**config.mk**
```make
export PLATFORM = sky130hd
export DESIGN_NAME = sync_byte_packet_deframer
export DESIGN_NICKNAME = d
export VERILOG_FILES = /design/src/hw/rtl/sbpd_pkg.sv /design/src/hw/rtl/sbpd_front.sv /design/src/hw/rtl/sbpd_queue.sv /design/src/hw/rtl/sbpd_back.sv /design/src/hw/rtl/sync_byte_packet_deframer.sv
export SDC_FILE = /design/constraint.sdc
export NUM_CORES = 1
export LEC_CHECK = 0
export BUFFER_PORTS_ARGS = -buffer_cell sky130_fd_sc_hd__buf_4
export CORE_MARGIN = 5
export CORE_UTILIZATION = 50
export DETAILED_ROUTE_END_ITERATION = 10
export MAX_ROUTING_LAYER = met4
export PLACE_DENSITY_LB_ADDON = 0.15
export SYNTH_ARGS = -nofsm -noshare
export SYNTH_HDL_FRONTEND = slang
export SYNTH_SLANG_ARGS = --single-unit
```
**constraint.sdc**
```tcl
create_clock -name clk -period 4.5 [get_ports clk]
set_clock_uncertainty 0.2 [all_clocks]
set_input_delay 0.9 -clock clk [delete_from_list [all_inputs] [get_ports clk]]
set_output_delay 0.9 -clock clk [all_outputs]
set_load 0.005 [all_outputs]
```
**src/hw/rtl/sbpd_pkg.sv**
```systemverilog
`default_nettype none
// ----------------------------------------------------------------------------
// sbpd_pkg
// Shared types and constants for the start-byte deframer: beat layouts,
// register indexes, per-channel state widths and queue sizing.
// ----------------------------------------------------------------------------
package sbpd_pkg;

  localparam int NUM_CHANNELS = 2;

  localparam int CH_W    = 1;
  localparam int BYTE_W  = 8;
  localparam int POS_W   = 9;
  localparam int CFG_IDX_W = 1;
  localparam int CFG_DATA_W = 8;

  localparam logic [CFG_IDX_W-1:0] REG_CTRL_CH0 = 1'd0;
  localparam logic [CFG_IDX_W-1:0] REG_CTRL_CH1 = 1'd1;

  localparam int QDEPTH = 2;
  localparam int QPTR_W = (QDEPTH > 1) ? $clog2(QDEPTH) : 1;
  localparam int QCNT_W = $clog2(QDEPTH + 1);

  typedef struct packed {
    logic [CH_W-1:0]   channel;
    logic [BYTE_W-1:0] rx_byte;
  } sbpd_in_t;

  typedef struct packed {
    logic [CH_W-1:0]   out_channel;
    logic [BYTE_W-1:0] payload_byte;
    logic              is_last;
    logic              is_empty;
    logic [BYTE_W-1:0] frame_length;
  } sbpd_out_t;

  typedef struct packed {
    logic full;
    logic has_item;
  } sbpd_q_stat_t;

endpackage : sbpd_pkg
`default_nettype wire

```
**src/hw/rtl/sbpd_front.sv**
```systemverilog
`default_nettype none
// ----------------------------------------------------------------------------
// sbpd_front
// Accepts received bytes, tracks per-channel sync/position state and builds
// the payload beat, if any, for the queue.
// ----------------------------------------------------------------------------
module sbpd_front (
  input  wire logic                          clk,
  input  wire logic                          rst_n,
  input  wire logic                          in_valid,
  output logic                               in_stall,
  input  wire sbpd_pkg::sbpd_in_t            in_data,
  input  wire logic                          cfg_we,
  input  wire logic [sbpd_pkg::CFG_IDX_W-1:0]  cfg_index,
  input  wire logic [sbpd_pkg::CFG_DATA_W-1:0] cfg_wdata,
  input  wire logic                          q_full,
  output logic                               q_push,
  output sbpd_pkg::sbpd_out_t                q_wdata
);
  import sbpd_pkg::*;

  logic [BYTE_W-1:0] ctrl0_r, ctrl1_r;
  logic              lock_r [NUM_CHANNELS];
  logic [POS_W-1:0]  pos_r  [NUM_CHANNELS];
  logic [BYTE_W-1:0] len_r  [NUM_CHANNELS];

  logic              accept, ch_ok, upd;
  logic [CH_W-1:0]   ch;
  logic [BYTE_W-1:0] b, ctrl, len;
  logic [POS_W-1:0]  p, len_ext;
  logic              lk, last;
  logic              lock_nxt;
  logic [POS_W-1:0]  pos_nxt;
  logic [BYTE_W-1:0] len_nxt;
  logic              emit;
  sbpd_out_t         res;

  assign in_stall = q_full;
  assign accept   = in_valid && !in_stall;
  assign ch       = in_data.channel;
  assign b        = in_data.rx_byte;
  assign ch_ok    = (32'(ch) < NUM_CHANNELS);
  assign upd      = accept && ch_ok;

  assign ctrl    = (ch == CH_W'(0)) ? ctrl0_r : ctrl1_r;
  assign p       = pos_r[ch];
  assign len     = len_r[ch];
  assign lk      = lock_r[ch];
  assign len_ext = POS_W'(len);
  assign last    = (p - POS_W'(1)) >= len_ext;

  always_comb begin
    lock_nxt = lk;
    pos_nxt  = p;
    len_nxt  = len;
    emit     = 1'b0;
    res.out_channel  = ch;
    res.payload_byte = b;
    res.is_last      = 1'b0;
    res.is_empty     = 1'b0;
    res.frame_length = len;
    priority if (p == POS_W'(0)) begin
      if (b == ctrl) begin
        pos_nxt = POS_W'(1);
      end else begin
        lock_nxt = 1'b0;
        pos_nxt  = POS_W'(0);
      end
    end else if (p == POS_W'(1)) begin
      len_nxt = b;
      pos_nxt = POS_W'(2);
      if (lk && b == BYTE_W'(0)) begin
        pos_nxt          = POS_W'(0);
        emit             = 1'b1;
        res.payload_byte = BYTE_W'(0);
        res.is_last      = 1'b1;
        res.is_empty     = 1'b1;
        res.frame_length = BYTE_W'(0);
      end
    end else if (lk) begin
      emit        = 1'b1;
      res.is_last = last;
      pos_nxt     = last ? POS_W'(0) : p + POS_W'(1);
    end else begin
      if (p < len_ext + POS_W'(2)) begin
        pos_nxt = p + POS_W'(1);
      end else if (b == ctrl) begin
        lock_nxt = 1'b1;
        pos_nxt  = POS_W'(1);
      end else begin
        pos_nxt = POS_W'(0);
      end
    end
  end

  assign q_push  = upd && emit;
  assign q_wdata = res;

  always_ff @(posedge clk) begin
    if (!rst_n) begin
      ctrl0_r <= '0;
      ctrl1_r <= '0;
    end else if (cfg_we) begin
      unique case (cfg_index)
        REG_CTRL_CH0: ctrl0_r <= cfg_wdata;
        REG_CTRL_CH1: ctrl1_r <= cfg_wdata;
        default: ;
      endcase
    end
  end

  always_ff @(posedge clk) begin
    for (int c = 0; c < NUM_CHANNELS; c++) begin
      if (!rst_n) begin
        lock_r[c] <= 1'b0;
        pos_r[c]  <= '0;
        len_r[c]  <= '0;
      end else if (upd && 32'(ch) == c) begin
        lock_r[c] <= lock_nxt;
        pos_r[c]  <= pos_nxt;
        len_r[c]  <= len_nxt;
      end
    end
  end

endmodule : sbpd_front
`default_nettype wire

```
**src/hw/rtl/sbpd_queue.sv**
```systemverilog
`default_nettype none
// ----------------------------------------------------------------------------
// sbpd_queue
// Short FIFO of result beats between the front and the back.
// ----------------------------------------------------------------------------
module sbpd_queue (
  input  wire logic                  clk,
  input  wire logic                  rst_n,
  input  wire logic                  push,
  input  wire sbpd_pkg::sbpd_out_t   wdata,
  input  wire logic                  pop,
  output sbpd_pkg::sbpd_out_t        rdata,
  output sbpd_pkg::sbpd_q_stat_t     stat
);
  import sbpd_pkg::*;

  sbpd_out_t         mem [QDEPTH];
  logic [QPTR_W-1:0] wr_ptr_r, rd_ptr_r;
  logic [QCNT_W-1:0] cnt_r, cnt_nxt;

  function automatic logic [QPTR_W-1:0] ptr_inc(input logic [QPTR_W-1:0] v);
    return (32'(v) == QDEPTH - 1) ? '0 : v + QPTR_W'(1);
  endfunction

  assign rdata         = mem[rd_ptr_r];
  assign stat.full     = (cnt_r == QCNT_W'(QDEPTH));
  assign stat.has_item = (cnt_r != '0);

  always_comb begin
    cnt_nxt = cnt_r;
    unique case ({push, pop})
      2'b10:   cnt_nxt = cnt_r + QCNT_W'(1);
      2'b01:   cnt_nxt = cnt_r - QCNT_W'(1);
      default: cnt_nxt = cnt_r;
    endcase
  end

  always_ff @(posedge clk) begin
    if (push) begin
      mem[wr_ptr_r] <= wdata;
    end
  end

  always_ff @(posedge clk) begin
    if (!rst_n) begin
      wr_ptr_r <= '0;
      rd_ptr_r <= '0;
      cnt_r    <= '0;
    end else begin
      if (push) wr_ptr_r <= ptr_inc(wr_ptr_r);
      if (pop)  rd_ptr_r <= ptr_inc(rd_ptr_r);
      cnt_r <= cnt_nxt;
    end
  end

endmodule : sbpd_queue
`default_nettype wire

```
**src/hw/rtl/sbpd_back.sv**
```systemverilog
`default_nettype none
// ----------------------------------------------------------------------------
// sbpd_back
// Output register: pulls result beats from the queue and holds them until
// the receiver takes them.
// ----------------------------------------------------------------------------
module sbpd_back (
  input  wire logic                  clk,
  input  wire logic                  rst_n,
  input  wire sbpd_pkg::sbpd_q_stat_t q_stat,
  input  wire sbpd_pkg::sbpd_out_t   q_rdata,
  output logic                       q_pop,
  output logic                       out_valid,
  input  wire logic                  out_stall,
  output sbpd_pkg::sbpd_out_t        out_data
);
  import sbpd_pkg::*;

  logic      out_valid_r;
  sbpd_out_t out_data_r;
  logic      load;

  assign load      = !out_valid_r || !out_stall;
  assign q_pop     = q_stat.has_item && load;
  assign out_valid = out_valid_r;
  assign out_data  = out_data_r;

  always_ff @(posedge clk) begin
    if (!rst_n) begin
      out_valid_r <= 1'b0;
    end else if (load) begin
      out_valid_r <= q_stat.has_item;
    end
  end

  always_ff @(posedge clk) begin
    if (q_pop) begin
      out_data_r <= q_rdata;
    end
  end

endmodule : sbpd_back
`default_nettype wire

```
**src/hw/rtl/sync_byte_packet_deframer.sv**
```systemverilog
`default_nettype none
// ----------------------------------------------------------------------------
// sync_byte_packet_deframer
// Two-channel deframer for control-byte / length-byte / payload frames with
// sync hunting and lock; one beat out per locked payload byte or empty frame.
// ----------------------------------------------------------------------------
//  port group | dir | handshake          | beat
//  in_*       | in  | in_valid/in_stall  | sbpd_in_t  (channel, rx_byte)
//  out_*      | out | out_valid/out_stall| sbpd_out_t (channel, byte, last, ...)
//  cfg_*      | in  | cfg_we             | cfg_index, cfg_wdata
//
//  One byte per cycle while in_stall is low; per-channel front state is
//  registered; a result reaches out_valid via the queue and output register.
//  A two-beat queue feeds the output register; in_stall rises when it fills.
//  Synchronous reset clears sync state and control bytes; no clearing pass.
// ----------------------------------------------------------------------------
module sync_byte_packet_deframer (
  input  wire logic                            clk,
  input  wire logic                            rst_n,
  input  wire logic                            in_valid,
  output logic                                 in_stall,
  input  wire sbpd_pkg::sbpd_in_t              in_data,
  output logic                                 out_valid,
  input  wire logic                            out_stall,
  output sbpd_pkg::sbpd_out_t                  out_data,
  input  wire logic                            cfg_we,
  input  wire logic [sbpd_pkg::CFG_IDX_W-1:0]  cfg_index,
  input  wire logic [sbpd_pkg::CFG_DATA_W-1:0] cfg_wdata
);
  import sbpd_pkg::*;

  sbpd_q_stat_t q_stat;
  sbpd_out_t    q_wdata, q_rdata;
  logic         q_push, q_pop;

  sbpd_front u_front (
    .clk       (clk),
    .rst_n     (rst_n),
    .in_valid  (in_valid),
    .in_stall  (in_stall),
    .in_data   (in_data),
    .cfg_we    (cfg_we),
    .cfg_index (cfg_index),
    .cfg_wdata (cfg_wdata),
    .q_full    (q_stat.full),
    .q_push    (q_push),
    .q_wdata   (q_wdata)
  );

  sbpd_queue u_queue (
    .clk   (clk),
    .rst_n (rst_n),
    .push  (q_push),
    .wdata (q_wdata),
    .pop   (q_pop),
    .rdata (q_rdata),
    .stat  (q_stat)
  );

  sbpd_back u_back (
    .clk       (clk),
    .rst_n     (rst_n),
    .q_stat    (q_stat),
    .q_rdata   (q_rdata),
    .q_pop     (q_pop),
    .out_valid (out_valid),
    .out_stall (out_stall),
    .out_data  (out_data)
  );

endmodule : sync_byte_packet_deframer
`default_nettype wire

```
==> metrics <==
status completed; synth warn 0; M1 WL roughly 5600 µm; Synth area leader edfxtp_1; Die ar. ~14000 µm²; fin crit period 3.97 ns; total global routing overflow 0; Worst VDD drop between 0.3 and 0.4 mV; Netlist cell types 53; Leak between 2 and 3 nW; Setup TNS 0 ns; TritonRoute pass-1 iters 4; 1st-iter DRT viols 251; Post-Route WL around 12000 µm; CTS max path bufs 2; ant diodes 0; setup violators final 0; I/O pin cnt 44; Mapped Area roughly 5700 µm²; RD Place Congestion 0.933; initial antenna violation count 0; compound-gate portion of the synthesized area 0.0804; number of fillers in the final layout between 900 and 1000; Post-DRT Antenna Nets 0; drt wl/cell roughly 18 µm; Core ar. 11300 µm²; Setup Crit Path Kind input port to register; Yosys reg bits 114; PortBufs 43; met3 WL post-DR 454 µm; CP Capture Type register; pins over their slew limit 0; first-pass GRT wire length 19400 µm; fraction of the mapped netlist area in simple logic gates 0.129; sequential area share after synthesis 0.558; Synth top area share 0.481; area share of xor/xnor cells in the synthesized design 0.0458; # clock sinks 114; CTS tree yes; Tot GR Track Use 0.197; vias 3797; H-tree Lvls 4; Max Clock Freq 252 MHz; Required @ worst endpoint approximately 4.5 ns; cell area after placement approximately 6200 µm²; Max-Cap Viols 0; PostCTS Resize Cnt 0; Synth async-reset ratio 0; vias in the first global route between 3000 and 4000; Hold WC Path Type register to register; Reg2Reg Setup Slack 0.99 ns; Die X 117 µm; Avg Inst Size Synth roughly 12 µm²; Clock Latency Late Sink 0.41 ns; post-route cell area between 6000 and 7000 µm²; CTS buffer count 17; most common cell after layout, fill and taps aside edfxtp_1; fin nets 584; peak fanout along the critical path 35; number of setup buffers added after CTS 0; pin count of the biggest net entering global routing 36; RSZ-0062 raised after global routing no; commonest cells after routing, fill and taps aside edfxtp_1, buf_4, nor2_1, nand2_1, mux2i_1; wire length on met2 6170 µm; Detail Placement HPWL just under 9000 µm; Post-Synth Adder-Cell Area 0.0501; Post-CTS Hold Buffers 0; die height 117 µm; Remaining DRCs 0; Top FF cell, synth edfxtp_1; Syn Nets 530; Starting Density 0.507; synth-to-layout area growth 19.3%; Tcrit/Tclk final 0.883; main combinational cell family by area after synthesis simple AND/OR/NAND/NOR gates; CTS root buffer clkbuf_16; WP data arrival ~4.0 ns; fraction of layout cells with a size suffix above 1 0.234; PwrDens 515 nW/µm²; Tightest Pin Transition between 0.9 and 1 ns; Top Layer Used met4; mux share of post-synthesis cell area 0.0998; final hold viol count 0; clk slew on worst S/H paths 0.06 ns; number of flops mapped to enable cells by yosys 92; Vias/cell 5.47; Critical Path Source Type input port; headroom to the max-slew limit 0.353; synth top area cells edfxtp_1, dfxtp_1, mux2i_1, ha_1, mux2_2; synthesized instance count a little under 500; row count 39
[synth_stat cells, drive strengths merged, types with 5 or more instances]
| library cell | instances |
|---|---|
| dfxtp | 22 |
| o21ai | 11 |
| buf | 6 |
| ha | 23 |
| nor4 | 6 |
| edfxtp | 92 |
| nor3 | 7 |
| o21a | 5 |
| mux2i | 31 |
| nor2 | 48 |
| nand3 | 18 |
| nand2 | 44 |
| clkbuf | 18 |
| and2 | 6 |
| inv | 21 |
| a21boi | 18 |
| xnor2 | 26 |
| mux2 | 23 |
| a21oi | 9 |
[critical path: stages]
cell      delay, ns
buf_4          0.22
buf_4          0.44
mux2i_1        0.60
inv_1          0.10
ha_1           0.31
o211ai_1       0.18
a21oi_1        0.07
o41ai_1        0.42
buf_4          0.23
and3_1         0.21
o21ai_2        0.15
o32ai_1        0.15
[where the power goes]
group	switching, W	internal, W	leakage [nW]
logic	0.000380	0.000353	1.26
clock network	0.000503	0.000879	0.288
registers	0.0000826	0.00133	1.07
[through the flow]
| step | power (W) | std cells | setup slack [ns] | hold WS, ns | util |
|---|---|---|---|---|---|
| 2_1_floorplan | 0.00188 | 484 | 0.0554 | 0.243 | - |
| 3_3_place_gp | 0.00215 | 662 | 0.225 | 0.251 | 0.552 |
| 3_5_place_dp | 0.00217 | 662 | 0.138 | 0.257 | 0.552 |
| 4_1_cts | 0.00355 | 694 | 0.558 | 0.265 | 0.605 |
| 5_1_grt | 0.00369 | 694 | 0.302 | 0.280 | 0.605 |
| 6_report | 0.00353 | 694 | 0.527 | 0.263 | 0.605 |
[cell families after synthesis]
family                   Yosys count
AND/OR/NAND/NOR                  154
flip-flops                       114
AO/OA/AOI/OAI                     64
multiplexers                      54
buffers and inverters             45
XOR/XNOR                          30
adder cells (fa/ha/maj)           23
[layer usage]
layer | vias to the layer above | track usage
li1 | 1856 | -
met1 | 1855 | 0.254
met2 | 73 | 0.305
met3 | 13 | 0.0524
met4 | 0 | 0.0642
met5 | - | -
[final cells by class]
type	instances	area, µm²	area share
flip-flops and latches	114	3200	0.468
multi-input cells	325	2340	0.342
repair buffers	59	443	0.0647
clock buffers	18	429	0.0627
well taps	143	179	0.0261
clock inverters	14	176	0.0258
inverters	21	78.8	0.0115
[flip-flops by register name, indices dropped and copies added, names as in the netlist]
| name | cells |
|---|---|
| u_back.out_data | 19 |
| u_back.out_valid | 1 |
| u_front.ctrl0_r | 8 |
| u_front.ctrl1_r | 8 |
| u_front.len_r | 16 |
| u_front.lock_r | 2 |
| u_front.pos_r | 18 |
| u_queue.cnt_r | 2 |
| u_queue.mem | 38 |
| u_queue.rd_ptr_r | 1 |
| u_queue.wr_ptr_r | 1 |
[path summary, 6_finish.rpt]
path	start	to	depth (start not counted)
max	in_data[8]	u_front.pos_r[1][1]	12
min	u_front.ctrl1_r[1]	u_front.ctrl1_r[1]	2
max reg2reg	u_front.pos_r[1][0]	u_front.pos_r[1][1]	12
min reg2reg	u_front.ctrl1_r[1]	u_front.ctrl1_r[1]	2
(Power assumes the default switching activity.)
